**src/rtl/dsi_pkg.sv**
```systemverilog
// shared types, widths and coefficient tables for the doped silica index block
package dsi_pkg;

   // payload and configuration widths
   localparam int W_W       = 32;
   localparam int IDX_W     = 32;
   localparam int FRAC_W    = 17;
   localparam int CSR_IDX_W = 2;

   localparam logic [CSR_IDX_W-1:0] CSR_GE_FRAC = 2'd0;
   localparam logic [CSR_IDX_W-1:0] CSR_F_FRAC  = 2'd1;

   // coefficient blend unit
   localparam int COEF_N    = 6;
   localparam int TERM_N    = 3;
   localparam int TAB_W     = 25;
   localparam int ACC_W     = 43;
   localparam int MAG_W     = 40;
   localparam int DVD_W     = 49;
   localparam int STEP_W    = 2;
   localparam int QW        = 36;
   localparam logic [DVD_W-1:0]  ROUND_BIAS = 49'd7812;
   // ceil(2^63 / 15625), exact quotient for every dividend below 2^49
   localparam int DIV_RECIP_W  = 50;
   localparam int DIV_RECIP_SH = 63;
   localparam logic [DIV_RECIP_W-1:0] DIV_RECIP = 50'd590295810358706;

   // multiplier
   localparam int MUL_W   = 56;
   localparam int HALF_W  = 28;
   localparam int PROD_W  = 112;
   localparam int MUL_LAT = 3;

   // term lane
   localparam int P_W    = 56;
   localparam int R_W    = 46;
   localparam int DEN_W  = 62;
   localparam int NUM_W  = 66;
   localparam int TQ_W   = 61;
   localparam int NHI_W  = NUM_W - TQ_W;
   localparam int TERM_W = 64;
   localparam logic [49:0] KR_Q60 = 50'd612067286650000;

   // root unit
   localparam int X_W         = 64;
   localparam int ROOT_W      = 32;
   localparam int SQ_REM_W    = 34;
   localparam int SQRT_STEPS  = 32;

   // latencies, counted in register stages
   localparam int TERM_LAT = 3 * MUL_LAT + 2 + TQ_W + 1;
   localparam int SQRT_LAT = SQRT_STEPS + 1;
   localparam int PIPE_LAT = TERM_LAT + 3 + SQRT_LAT + 1;

   typedef struct packed {
      logic [W_W-1:0] angular_frequency;
      logic           last_sample_in;
   } req_type;

   typedef struct packed {
      logic [IDX_W-1:0] refractive_index;
      logic             index_invalid;
      logic             last_sample_out;
   } rsp_type;

   typedef struct packed {
      logic          neg;
      logic [QW-1:0] mag;
   } coef_type;

   typedef struct packed {
      logic invalid;
      logic saturate;
   } root_tag_type;

   // entries 0..2 are strengths, 3..5 resonance wavelengths, units of 1e-6
   function automatic logic signed [TAB_W-1:0] tab_base(input logic [2:0] k);
      case (k)
         3'd0:    tab_base = 25'sd697668;
         3'd1:    tab_base = 25'sd407339;
         3'd2:    tab_base = 25'sd889883;
         3'd3:    tab_base = 25'sd70861;
         3'd4:    tab_base = 25'sd113600;
         3'd5:    tab_base = 25'sd9784231;
         default: tab_base = '0;
      endcase
   endfunction

   function automatic logic signed [TAB_W-1:0] tab_ge(input logic [2:0] k);
      case (k)
         3'd0:    tab_ge = 25'sd31510;
         3'd1:    tab_ge = 25'sd267302;
         3'd2:    tab_ge = -25'sd12950;
         3'd3:    tab_ge = 25'sd1677;
         3'd4:    tab_ge = 25'sd32138;
         3'd5:    tab_ge = 25'sd318034;
         default: tab_ge = '0;
      endcase
   endfunction

   function automatic logic signed [TAB_W-1:0] tab_f(input logic [2:0] k);
      case (k)
         3'd0:    tab_f = -25'sd3234366;
         3'd1:    tab_f = 25'sd164911;
         3'd2:    tab_f = 25'sd1369490;
         3'd3:    tab_f = -25'sd1108703;
         3'd4:    tab_f = 25'sd752919;
         3'd5:    tab_f = 25'sd2906858;
         default: tab_f = '0;
      endcase
   endfunction

endpackage

```
**src/rtl/dsi_sqrt.sv**
```systemverilog
// pipelined integer square root, one result bit per stage, rounded to nearest
module dsi_sqrt (
   input  logic                         clock,
   input  logic [dsi_pkg::X_W-1:0]      x,
   input  dsi_pkg::root_tag_type        tag_in,
   output logic [dsi_pkg::ROOT_W-1:0]   root,
   output dsi_pkg::root_tag_type        tag_out
);
   import dsi_pkg::*;

   typedef struct packed {
      logic [X_W-1:0]      x;
      logic [ROOT_W-1:0]   root;
      logic [SQ_REM_W-1:0] rem;
      root_tag_type        tag;
   } sq_type;

   function automatic sq_type sq_step(input sq_type s, input logic [4:0] i);
      logic [X_W-1:0]        sh;
      logic [SQ_REM_W+1:0]   rem_sh, trial;
      logic                  ge;
      sq_type                n;
      sh     = s.x >> {i, 1'b0};
      rem_sh = {s.rem, sh[1:0]};
      trial  = {2'b0, s.root, 2'b01};
      ge     = rem_sh >= trial;
      n      = s;
      n.rem  = ge ? SQ_REM_W'(rem_sh - trial) : rem_sh[SQ_REM_W-1:0];
      n.root = {s.root[ROOT_W-2:0], ge};
      return n;
   endfunction

   sq_type            st_init;
   sq_type            st_ff [SQRT_STEPS];
   sq_type            st_last;
   logic [ROOT_W:0]   rnd;
   logic [ROOT_W-1:0] root_ff;
   root_tag_type      tag_ff;

   assign st_init = '{x: x, root: '0, rem: '0, tag: tag_in};

   always_ff @(posedge clock) begin
      for (int j = 0; j < SQRT_STEPS; j++) begin
         st_ff[j] <= sq_step((j == 0) ? st_init : st_ff[j-1], 5'(SQRT_STEPS - 1 - j));
      end
   end

   assign st_last = st_ff[SQRT_STEPS-1];
   // remainder above the root means the true root lies past the half point
   assign rnd = {1'b0, st_last.root}
              + {{ROOT_W{1'b0}}, st_last.rem > {{(SQ_REM_W-ROOT_W){1'b0}}, st_last.root}};

   always_ff @(posedge clock) begin
      root_ff <= rnd[ROOT_W] ? '1 : rnd[ROOT_W-1:0];
      tag_ff  <= st_last.tag;
   end

   assign root    = root_ff;
   assign tag_out = tag_ff;

endmodule

```
**config.mk**
```make
export PLATFORM = sky130hd
export DESIGN_NAME = dsi_sqrt
export DESIGN_NICKNAME = d
export VERILOG_FILES = /design/src/rtl/dsi_pkg.sv /design/src/rtl/dsi_sqrt.sv
export SDC_FILE = /design/constraint.sdc
export NUM_CORES = 2
export LEC_CHECK = 0
export BUFFER_PORTS_ARGS = -buffer_cell sky130_fd_sc_hd__buf_2
export CORE_ASPECT_RATIO = 1.1
export CORE_MARGIN = 2
export CORE_UTILIZATION = 40
export DETAILED_ROUTE_END_ITERATION = 10
export PLACE_DENSITY_LB_ADDON = 0.1
export SLEW_MARGIN = 20
export SYNTH_ARGS = -nofsm -noshare
export SYNTH_HDL_FRONTEND = slang
export SYNTH_MEMORY_MAX_BITS = 65536
export SYNTH_SLANG_ARGS = --single-unit
```
**constraint.sdc**
```tcl
create_clock -name clock -period 3.95 [get_ports clock]
set_clock_uncertainty 0.05 [all_clocks]
set_input_delay 0.9875 -clock clock [delete_from_list [all_inputs] [get_ports clock]]
set_output_delay 0.9875 -clock clock [all_outputs]
set_load 0.02 [all_outputs]
```
==> out/results.txt <==
Wirelength per Cell -> 16.0 microns
Pins Over Slew Limit -> 0
CP max FO -> 7
Post-Syn Area per Cell -> 10.2 sq um
Nets -> 10600
LEAKAGE -> 0.0527 uW
Post-DRT Antenna Nets -> 0
Clock tree buffer depth -> 4
Register area share after synthesis -> 0.549
Detailed Route WL -> 213000 microns
FFs w/ async S/R, synth -> 0
Synth area leader -> dfxtp_1
Row count -> 189
Chip width -> 473 microns
Final Cycle Share -> 0.986
Pin count of the biggest net entering global routing -> 50
Placed cell areas -> 102000 sq um
Crit. End Element -> flop
Die height -> 520 microns
Drt drc -> 0
Class of the tightest hold or removal check -> in2reg
Count leader, synth -> dfxtp_1
IO Port Bufs -> 100
Layout area overhead -> 15.9%
Synth top area share -> 0.549
Final worst slack -> 0.0568 ns
Fmax -> 257 MHz
Crit start category -> flop
Worst-margin pin slew -> 0.847 ns
Pre-CTS setup slack -> -0.278 ns
Max transition margin -> 0.429
Die area -> 246000 sq um
GRT Total Usage -> 0.170
Min cycle time layout -> 3.89 ns
Fillers -> 22500
Pre-antenna DRT Iters -> 6
Synth top area cells -> dfxtp_1 55%, ha_1 7.7%, xnor2_1 4.5%, xor2_1 3.6%, a21oi_1 3.2%
TritonCTS clock tree -> yes
Status -> complete, no violations
Clk sink count -> 2655
Total gr overflow -> 0
RSZ-0062 raised after global routing -> yes
Initial drt markers -> 3349
Num CTS Buffers -> 288
Pwr/cell area -> 669 nW/um^2
Avg Vias per Cell -> 4.90
Post-synth EDFFs -> 0
Gpl congestion -> 0.869
Yosys reg bits -> 2655
Root buffer cell -> clkbuf_16
WP data arrival -> 4.61 ns
Share of layout cells above drive strength 1 -> 0.0949
Initial Util -> 0.402
Worst-Skew Late Latency -> 0.86 ns
Post-route cell area -> 112000 sq um
First-pass GRT wire length -> 343000 microns
Yosys cell types -> 86
Worst EP required -> 4.67 ns
Peak supply drop -> 0.378 mV
Initial antenna violation count -> 2
MaxCap Viol Count -> 0
Top FF cell, synth -> dfxtp_1
Synthesized cell area -> 96800 sq um
Vias in the first global route -> 65600
Post-Syn Instances -> 9534
Post-synth top cells -> 2655 x dfxtp_1, 772 x inv_1, 683 x nand2_1
Core area -> 241000 sq um
Critical path class -> reg2reg
Final-report setup violation count -> 0
CTS H-tree depth -> 5
DP HPWL -> 162000 microns
Final Hold Fails -> 0
Syn nets -> 10200
Detailed-route via count -> 65200
Number of I/O pins -> 101
Clock Pin Slew Worst Setup and Hold Paths -> 0.06 ns
Sum Neg Setup Slack -> 0 ns
Yosys warnings -> 0
flip-flops by register name, summed over array words and instances, names as in the netlist:
signal   cells
st_ff     2621
root        32
tag_out      2
layout by cell type, fill, tap and decap left out, types with 226 or more instances in the layout:
cell type,synthesis,final
inv_1,772,769
a21o_1,247,247
nand2_1,683,661
clkbuf_16,0,297
xor2_1,394,394
nor3_1,227,226
ha_1,598,593
nor2_1,556,554
a21oi_1,612,609
o21ai_0,486,482
dfxtp_1,2655,2651
xnor2_1,498,497
kinds of logic after synthesis:
group,Yosys count,synth area share
xor+xnor,892,0.0807
buf+inv,953,0.0372
mux,98,0.0112
other cells,1,0.0000387
fa+ha+maj,598,0.0773
compound gates,1929,0.123
simple gates,2408,0.122
flops,2655,0.549
cell type report:
cell class                      instances  area [sq um]  share of cell area
Inverter                              775          2910              0.0259
Clock buffer                          388          8200              0.0730
Sequential cell                      2655         53200               0.473
Clock inverter                        119          1540              0.0137
Tap cell                             3151          3940              0.0351
Antenna cell                            2          5.00           0.0000446
Timing Repair Buffer                  291          2100              0.0187
Multi-Input combinational cell       5926         40400               0.360
layer usage:
layer | global-route usage | routed length [microns] | up-vias
met5 | 0 | 0 | -
met4 | 0.0572 | 6120 | 0
met3 | 0.0257 | 7700 | 402
met2 | 0.306 | 106000 | 1004
met1 | 0.206 | 93800 | 30500
li1 | - | - | 33300
worst max-delay path: stages, from the launching register on:
cell and delay (ns):
dfxtp_2 0.33, inv_2 0.05, ha_4 0.25, nand4_1 0.11, nor2_1 0.15, nor2_1 0.08, a21oi_2 0.17, o31ai_2 0.10
o211ai_1 0.15, a221oi_2 0.09, o311a_1 0.35, a41oi_2 0.15, buf_4 0.15, ha_4 0.15, ha_4 0.14, nand3_4 0.07
nor2_4 0.12, buf_6 0.11, and2_4 0.14, and3_4 0.19, nand2_4 0.05, nor3_4 0.13, nand4_1 0.14, buf_6 0.19
clkbuf_16 0.17, nand2_1 0.06
report_power, final:
| group | leakage, uW | internal, uW | switching, uW |
|---|---|---|---|
| combinational | 0.0257 | 6110 | 7070 |
| clock | 0.00476 | 16500 | 10700 |
| sequential | 0.0222 | 31300 | 3320 |
repair_timing:
item	CTS	global route
hold buffers	0	0
buffers inserted	1	3
gates cloned	1	2
pin swaps	9	17
endpoints found under the setup margin	32	38
gates resized for setup	22	51
stage by stage:
step | total power [uW] | utilization | hold slack (ns) | instances
6_report | 75100 | 0.466 | 0.165 | 13300
5_1_grt | 79300 | 0.466 | 0.121 | 13300
4_1_cts | 75900 | 0.465 | 0.0791 | 13300
3_5_place_dp | 48000 | 0.424 | 0.262 | 12800
3_3_place_gp | 47800 | 0.424 | 0.260 | 12800
2_1_floorplan | 43700 | - | 0.260 | 9534
path summary, 6_finish.rpt:
check,startpoint,end,slack [ns],depth (start not counted)
setup reg to reg,st_ff[31][39],root[5],0.06,25
hold / removal,x[50],st_ff[0][118],0.17,1
setup / recovery,st_ff[31][39],root[5],0.06,25
hold reg to reg,st_ff[2][82],st_ff[3][82],0.26,0
Note: power is estimated with default switching activity, not from simulation.
