<file path="config.mk">
export PLATFORM = sky130hd
export DESIGN_NAME = dsi_blend
export DESIGN_NICKNAME = d
export VERILOG_FILES = /design/src/rtl/dsi_pkg.sv /design/src/rtl/dsi_mul.sv /design/src/rtl/dsi_blend.sv
export SDC_FILE = /design/constraint.sdc
export NUM_CORES = 2
export LEC_CHECK = 0
export BUFFER_PORTS_ARGS = -buffer_cell sky130_fd_sc_hd__buf_2
export CORE_MARGIN = 2
export CORE_UTILIZATION = 59
export CTS_BUF_LIST = sky130_fd_sc_hd__clkbuf_2 sky130_fd_sc_hd__clkbuf_4 sky130_fd_sc_hd__clkbuf_8
export DETAILED_ROUTE_END_ITERATION = 6
export PLACE_DENSITY = 0.83
export SKIP_CTS_REPAIR_TIMING = 1
export SLEW_MARGIN = 10
export SYNTH_ARGS = -nofsm -noshare
export SYNTH_HDL_FRONTEND = slang
export SYNTH_SLANG_ARGS = --single-unit
</file>
<file path="constraint.sdc">
create_clock -name clock -period 16.3 [get_ports clock]
set_clock_uncertainty 0.1 [all_clocks]
set_input_delay 3.26 -clock clock [delete_from_list [all_inputs] [get_ports clock]]
set_output_delay 3.26 -clock clock [all_outputs]
set_load 0.05 [all_outputs]
</file>
<file path="src/rtl/dsi_pkg.sv">
// shared types, widths and coefficient tables for the doped silica index block
package dsi_pkg;

   // payload and configuration widths
   localparam int W_W       = 32;
   localparam int IDX_W     = 32;
   localparam int FRAC_W    = 17;
   localparam int CSR_IDX_W = 2;

   localparam logic [CSR_IDX_W-1:0] CSR_GE_FRAC = 2'd0;
   localparam logic [CSR_IDX_W-1:0] CSR_F_FRAC  = 2'd1;

   // coefficient blend unit
   localparam int COEF_N    = 6;
   localparam int TERM_N    = 3;
   localparam int TAB_W     = 25;
   localparam int ACC_W     = 43;
   localparam int MAG_W     = 40;
   localparam int DVD_W     = 49;
   localparam int STEP_W    = 2;
   localparam int QW        = 36;
   localparam logic [DVD_W-1:0]  ROUND_BIAS = 49'd7812;
   // ceil(2^63 / 15625), exact quotient for every dividend below 2^49
   localparam int DIV_RECIP_W  = 50;
   localparam int DIV_RECIP_SH = 63;
   localparam logic [DIV_RECIP_W-1:0] DIV_RECIP = 50'd590295810358706;

   // multiplier
   localparam int MUL_W   = 56;
   localparam int HALF_W  = 28;
   localparam int PROD_W  = 112;
   localparam int MUL_LAT = 3;

   // term lane
   localparam int P_W    = 56;
   localparam int R_W    = 46;
   localparam int DEN_W  = 62;
   localparam int NUM_W  = 66;
   localparam int TQ_W   = 61;
   localparam int NHI_W  = NUM_W - TQ_W;
   localparam int TERM_W = 64;
   localparam logic [49:0] KR_Q60 = 50'd612067286650000;

   // root unit
   localparam int X_W         = 64;
   localparam int ROOT_W      = 32;
   localparam int SQ_REM_W    = 34;
   localparam int SQRT_STEPS  = 32;

   // latencies, counted in register stages
   localparam int TERM_LAT = 3 * MUL_LAT + 2 + TQ_W + 1;
   localparam int SQRT_LAT = SQRT_STEPS + 1;
   localparam int PIPE_LAT = TERM_LAT + 3 + SQRT_LAT + 1;

   typedef struct packed {
      logic [W_W-1:0] angular_frequency;
      logic           last_sample_in;
   } req_type;

   typedef struct packed {
      logic [IDX_W-1:0] refractive_index;
      logic             index_invalid;
      logic             last_sample_out;
   } rsp_type;

   typedef struct packed {
      logic          neg;
      logic [QW-1:0] mag;
   } coef_type;

   typedef struct packed {
      logic invalid;
      logic saturate;
   } root_tag_type;

   // entries 0..2 are strengths, 3..5 resonance wavelengths, units of 1e-6
   function automatic logic signed [TAB_W-1:0] tab_base(input logic [2:0] k);
      case (k)
         3'd0:    tab_base = 25'sd697668;
         3'd1:    tab_base = 25'sd407339;
         3'd2:    tab_base = 25'sd889883;
         3'd3:    tab_base = 25'sd70861;
         3'd4:    tab_base = 25'sd113600;
         3'd5:    tab_base = 25'sd9784231;
         default: tab_base = '0;
      endcase
   endfunction

   function automatic logic signed [TAB_W-1:0] tab_ge(input logic [2:0] k);
      case (k)
         3'd0:    tab_ge = 25'sd31510;
         3'd1:    tab_ge = 25'sd267302;
         3'd2:    tab_ge = -25'sd12950;
         3'd3:    tab_ge = 25'sd1677;
         3'd4:    tab_ge = 25'sd32138;
         3'd5:    tab_ge = 25'sd318034;
         default: tab_ge = '0;
      endcase
   endfunction

   function automatic logic signed [TAB_W-1:0] tab_f(input logic [2:0] k);
      case (k)
         3'd0:    tab_f = -25'sd3234366;
         3'd1:    tab_f = 25'sd164911;
         3'd2:    tab_f = 25'sd1369490;
         3'd3:    tab_f = -25'sd1108703;
         3'd4:    tab_f = 25'sd752919;
         3'd5:    tab_f = 25'sd2906858;
         default: tab_f = '0;
      endcase
   endfunction

endpackage

</file>
<file path="src/rtl/dsi_mul.sv">
// three-stage 56x56 unsigned multiplier built from 28x28 partial products
module dsi_mul (
   input  logic                       clock,
   input  logic [dsi_pkg::MUL_W-1:0]  a_in,
   input  logic [dsi_pkg::MUL_W-1:0]  b_in,
   output logic [dsi_pkg::PROD_W-1:0] prod
);
   import dsi_pkg::*;

   logic [2*HALF_W-1:0] ll_ff, lh_ff, hl_ff, hh_ff;
   logic [2*HALF_W-1:0] ll2_ff, hh2_ff;
   logic [2*HALF_W:0]   mid_ff;
   logic [PROD_W-1:0]   prod_ff;

   always_ff @(posedge clock) begin
      ll_ff   <= a_in[HALF_W-1:0] * b_in[HALF_W-1:0];
      lh_ff   <= a_in[HALF_W-1:0] * b_in[MUL_W-1:HALF_W];
      hl_ff   <= a_in[MUL_W-1:HALF_W] * b_in[HALF_W-1:0];
      hh_ff   <= a_in[MUL_W-1:HALF_W] * b_in[MUL_W-1:HALF_W];
      mid_ff  <= {1'b0, lh_ff} + {1'b0, hl_ff};
      ll2_ff  <= ll_ff;
      hh2_ff  <= hh_ff;
      prod_ff <= {hh2_ff, ll2_ff}
               + {{(PROD_W-2*HALF_W-1-HALF_W){1'b0}}, mid_ff, {HALF_W{1'b0}}};
   end

   assign prod = prod_ff;

endmodule

</file>
<file path="src/rtl/dsi_blend.sv">
// configuration registers and sequential dopant blend of the six coefficients
module dsi_blend (
   input  logic                                   clock,
   input  logic                                   reset,
   input  logic                                   csr_write_en,
   input  logic [dsi_pkg::CSR_IDX_W-1:0]          csr_index,
   input  logic [dsi_pkg::FRAC_W-1:0]             csr_wdata,
   output logic                                   busy,
   output dsi_pkg::coef_type [dsi_pkg::COEF_N-1:0] coefs
);
   import dsi_pkg::*;

   localparam logic [2:0] ST_IDLE   = 3'd0;
   localparam logic [2:0] ST_MAC_GE = 3'd1;
   localparam logic [2:0] ST_MAC_F  = 3'd2;
   localparam logic [2:0] ST_LOAD   = 3'd3;
   localparam logic [2:0] ST_DIV    = 3'd4;

   logic [2:0]               state_ff;
   logic [2:0]               idx_ff;
   logic [STEP_W-1:0]        step_ff;
   logic [FRAC_W-1:0]        ge_frac_ff, f_frac_ff;
   logic signed [ACC_W-1:0]  acc_ff;
   logic [DVD_W-1:0]         dvd_ff;
   logic                     neg_ff;
   coef_type                 coef_ff [COEF_N];

   logic signed [FRAC_W:0]   ge_s, f_s;
   logic signed [ACC_W-1:0]  base_ext, prod_ge, prod_f, acc_abs;
   logic [DVD_W-1:0]         dvd_in;
   logic [PROD_W-1:0]        recip_prod;
   logic [QW-1:0]            quo;
   logic                     csr_hit, last_step;

   assign ge_s     = $signed({1'b0, ge_frac_ff});
   assign f_s      = $signed({1'b0, f_frac_ff});
   assign base_ext = ACC_W'(tab_base(idx_ff));
   assign prod_ge  = ge_s * tab_ge(idx_ff);
   assign prod_f   = f_s * tab_f(idx_ff);
   assign acc_abs  = acc_ff[ACC_W-1] ? -acc_ff : acc_ff;
   // floor((|s| * 2^14 + 5e5) / 1e6) == floor((|s| * 2^8 + 7812) / 15625)
   assign dvd_in   = {1'b0, acc_abs[MAG_W-1:0], 8'b0} + ROUND_BIAS;
   assign csr_hit  = csr_write_en && (csr_index == CSR_GE_FRAC || csr_index == CSR_F_FRAC);
   assign last_step = step_ff == STEP_W'(MUL_LAT);

   // divide by 15625 as a multiply by its scaled reciprocal
   dsi_mul u_recip (
      .clock (clock),
      .a_in  ({{(MUL_W-DVD_W){1'b0}}, dvd_ff}),
      .b_in  ({{(MUL_W-DIV_RECIP_W){1'b0}}, DIV_RECIP}),
      .prod  (recip_prod)
   );
   assign quo = recip_prod[DIV_RECIP_SH+QW-1:DIV_RECIP_SH];

   always_ff @(posedge clock) begin
      if (reset) begin
         state_ff   <= ST_MAC_GE;
         idx_ff     <= '0;
         step_ff    <= '0;
         ge_frac_ff <= '0;
         f_frac_ff  <= '0;
      end else if (csr_hit) begin
         if (csr_index == CSR_GE_FRAC) begin
            ge_frac_ff <= csr_wdata;
         end else begin
            f_frac_ff <= csr_wdata;
         end
         state_ff <= ST_MAC_GE;
         idx_ff   <= '0;
      end else begin
         case (state_ff)
            ST_MAC_GE: state_ff <= ST_MAC_F;
            ST_MAC_F:  state_ff <= ST_LOAD;
            ST_LOAD: begin
               step_ff  <= '0;
               state_ff <= ST_DIV;
            end
            // wait out the multiplier, then take the quotient
            ST_DIV: begin
               step_ff <= step_ff + 1'b1;
               if (last_step) begin
                  if (idx_ff == 3'(COEF_N - 1)) begin
                     state_ff <= ST_IDLE;
                  end else begin
                     idx_ff   <= idx_ff + 1'b1;
                     state_ff <= ST_MAC_GE;
                  end
               end
            end
            default: state_ff <= ST_IDLE;
         endcase
      end
   end

   always_ff @(posedge clock) begin
      case (state_ff)
         ST_MAC_GE: acc_ff <= (base_ext <<< 16) + prod_ge;
         ST_MAC_F:  acc_ff <= acc_ff + prod_f;
         ST_LOAD: begin
            dvd_ff <= dvd_in;
            neg_ff <= acc_ff[ACC_W-1];
         end
         ST_DIV: begin
            if (last_step) begin
               coef_ff[idx_ff] <= '{neg: neg_ff, mag: quo};
            end
         end
         default: ;
      endcase
   end

   always_comb begin
      for (int k = 0; k < COEF_N; k++) begin
         coefs[k] = coef_ff[k];
      end
   end

   assign busy = state_ff != ST_IDLE;

endmodule

</file>
==> run_results.csv <==
group,metric,value,unit
run,cap_violations,0,
placement,place_congestion,0.997,
synth,synth_area,0.0869,mm^2
finish,regArea,0.0163,mm^2
worst_hold_path,hp-start,"u_recip.ll_ff[50]",
setup_path,slowest_delay,1.01,ns
setup_path,startpoint,"idx_ff[1]",
setup_path,end_kind,"flop",
synth,synth_edf_count,307,
global_routing,grt_max_degree,78,
floorplan,die_h,388,um
setup_path,crit_fanout,27,
routing,avgViaCountPerCell,5.65,
floorplan,initial_utilization,59.5,%
clock_network,clock-root-buffer,"clkbuf_8",
clock_network,cts_tree,"yes",
sta,setup_viol,0,
placement,dp.final_hpwl,190,mm
clock_network,clk_pin_slew,0.07,ns
synth,ys.flop_type,"dfxtp_1",
synth,ys_warn_count,0,
routing,dr.pass1.iters,6,
finish,syn2layout_area_growth,6.73,%
sta,grt_setup_unrepaired,"no",
finish,fin_nets,11500,
routing,met3WireLength,17.9,mm
global_routing,grt.overflow.total,0,
global_routing,grt_pass1_vias,66800,
finish,n_fill_cell,11500,
placement,port_buffers,244,
floorplan,die-area,0.150,mm^2
sta,hold_viol_final,0,
sta,period_share,64.7,%
placement,dp.cells,10700,
floorplan,core_area,0.146,mm^2
setup_path,crit_slowest_cell,"a221oi_1",
sta,fin_setup_tns,0,ns
routing,wirelength,230,mm
setup_path,worstPathRequired,16.74,ns
outcome,status,"complete, no violations",
finish,drive_gt1_share,6.69,%
synth,ys_seq_area_share,18.7,%
routing,routedWlPerCell,21.1,um
global_routing,grt_usage,31.3,%
synth,postSynthAreaPerCell,10.0,um^2
clock_network,numCtsBuffers,102,
synth,synth_nets,11300,
clock_network,clock_latency,0.86,ns
setup_path,cp.arrival,10.99,ns
floorplan,boundaryPins,245,
sta,period_needed,10.55,ns
synth,yosys_register_bits,660,
setup_path,crit_path_start_kind,"flop",
sta,fmax,0.0948,GHz
routing,wl_met2,113,mm
routing,postRouteAntennaNets,0,
clock_network,cts_max_level,3,
synth,netlist_instances,8667,
sta,worstMarginPinSlew,1.28,ns
floorplan,die_x,388,um
routing,top_layer,"met5",
global_routing,grt_pass1_wl,364,mm
setup_path,r2r-start,"idx_ff[1]",
routing,drtIter0Drc,4342,
finish,final-instance-count-excl-fill,10900,
finish,multi_input_area,0.0615,mm^2
synth,ys_async_sr_fraction,0,%
routing,drt-met1-wl,86.6,mm
synth,ys_types,87,
sta,relSlewSlack,14.2,%
clock_network,cts.sinks,660,
floorplan,core.rowCount,140,
global_routing,antenna_found_initial,6,
sta,drv_slew,0,
routing,dr_total_vias,61600,
worst_hold_path,hold_class,"flop to flop",
setup_path,worstSetupPathType,"flop to flop",
clock_network,ctsLongestPathBuffers,3,
routing,drc,0,
-- layout by cell type, fill, tap and decap left out, types with 11 or more instances in the layout --
master | netlist | final
mux2i_1 | 19 | 18
nand2b_1 | 52 | 52
a31oi_1 | 36 | 36
o31ai_1 | 33 | 33
edfxtp_1 | 307 | 307
inv_1 | 2223 | 2223
buf_2 | 1 | 244
o21bai_1 | 54 | 54
a21o_1 | 154 | 154
o21a_1 | 46 | 46
o21ai_0 | 218 | 218
and3_1 | 50 | 50
nor2_1 | 247 | 244
nand2_1 | 531 | 531
ha_1 | 1038 | 1038
a21oi_1 | 360 | 359
nor4_1 | 18 | 18
dfxtp_1 | 353 | 353
or3_1 | 12 | 12
a211oi_1 | 27 | 27
o211ai_1 | 17 | 17
xor2_1 | 97 | 97
clkinv_2 | 0 | 19
nor3_1 | 67 | 63
xnor2_1 | 257 | 257
nand3_1 | 87 | 87
fa_1 | 1523 | 1523
and2_1 | 247 | 246
buf_4 | 0 | 65
clkbuf_8 | 0 | 124
and4_1 | 13 | 13
clkbuf_4 | 0 | 22
a31o_2 | 11 | 11
nand4_1 | 49 | 49
nor2b_1 | 115 | 113
or2_2 | 56 | 56
-- layout make-up --
| type | instances | area share [%] |
|---|---|---|
| diodes | 9 | 0.0243 |
| well taps | 1917 | 2.59 |
| inverters | 2225 | 9.01 |
| clock buffers | 146 | 2.02 |
| repair buffers | 309 | 1.84 |
| flip-flops and latches | 660 | 17.6 |
| clock inverters | 46 | 0.568 |
| multi-input cells | 5592 | 66.4 |
-- cells in the mapped netlist, types with 7 or more instances --
library cell  count  area (um^2)
nand2b_1         52          325
nor3b_1           9         67.6
o21ai_0         218         1090
a211oi_1         27          203
o21bai_1         54          405
fa_1           1523        30500
a21boi_0          7         52.6
nor2b_1         115          719
edfxtp_1        307         9220
o21a_1           46          345
a31oi_1          36          225
nor4_1           18          113
a2111oi_0         7         61.3
and2_1          247         1550
mux2i_1          19          190
or3_1            12         75.1
o31ai_1          33          248
dfxtp_1         353         7070
nand3_1          87          435
clkbuf_1        179          672
a31o_2           11         96.3
nor3_1           67          335
and4_1           13          114
or2_2            56          350
inv_1          2223         8340
a21oi_1         360         1800
nor2_1          247          927
xnor2_1         257         2250
nand2_1         531         1990
a21o_1          154         1160
and3_1           50          313
xor2_1           97          850
o211ai_1         17          128
nand4_1          49          307
o41ai_1          10         87.6
ha_1           1038        13000
-- kinds of logic after synthesis --
logic type	share of synthesized area, %
AND/OR/NAND/NOR	9.14
flip-flops	18.7
XOR/XNOR	3.57
AO/OA/AOI/OAI	7.71
adder cells (fa/ha/maj)	50.1
buffers and inverters	10.5
multiplexers	0.297
-- flip-flops by register name, indices dropped and copies added, names as in the netlist, 3 cells and up --
| register | flops |
|---|---|
| acc_ff | 43 |
| coef_ff | 222 |
| dvd_ff | 41 |
| f_frac_ff | 17 |
| ge_frac_ff | 17 |
| idx_ff | 3 |
| state_ff | 3 |
| u_recip.hh2_ff | 43 |
| u_recip.hh_ff | 43 |
| u_recip.hl_ff | 46 |
| u_recip.lh_ff | 42 |
| u_recip.ll2_ff | 26 |
| u_recip.ll_ff | 26 |
| u_recip.mid_ff | 49 |
| u_recip.prod | 36 |
-- metal layers --
| layer | vias to the layer above | global-route usage (%) |
|---|---|---|
| met5 | - | 0 |
| met4 | 2 | 15.0 |
| met3 | 737 | 6.15 |
| met2 | 2627 | 53.6 |
| met1 | 30700 | 38.0 |
| li1 | 27500 | - |
-- stage by stage --
stage	setup WS [ns]	util (%)	hold WS, ns	instance area, um^2
finish	5.75	63.5	0.193	92700
global route	5.52	63.5	0.224	92700
CTS	6.07	63.5	0.201	92700
detailed placement	6.10	61.9	0.212	90300
global placement	6.31	61.9	0.211	90300
floorplan	8.16	-	0.210	86900
-- path summary, 6_finish.rpt --
path | cells after the start | to | slack, ns
min reg2reg | 0 | u_recip.ll2_ff[50] | 0.19
max reg2reg | 30 | acc_ff[35] | 5.75
max | 30 | acc_ff[35] | 5.75
min | 0 | u_recip.ll2_ff[50] | 0.19
-- worst max-delay path, delay by kind of cell (launching register included) --
kind                       cells  cell delay (ns)
adders and majority gates      8             3.83
muxes                          1             0.09
DFF                            1             0.54
AOI/OAI and AO/OA              7             2.36
buffers and inverters          8             1.10
xor gates and xnor gates       1             0.19
and+or+nand+nor                5             2.02
Power is left out: the tool's default activity adds up to more than one toggle a clock period on the data nets, which glitch-free logic cannot reach.
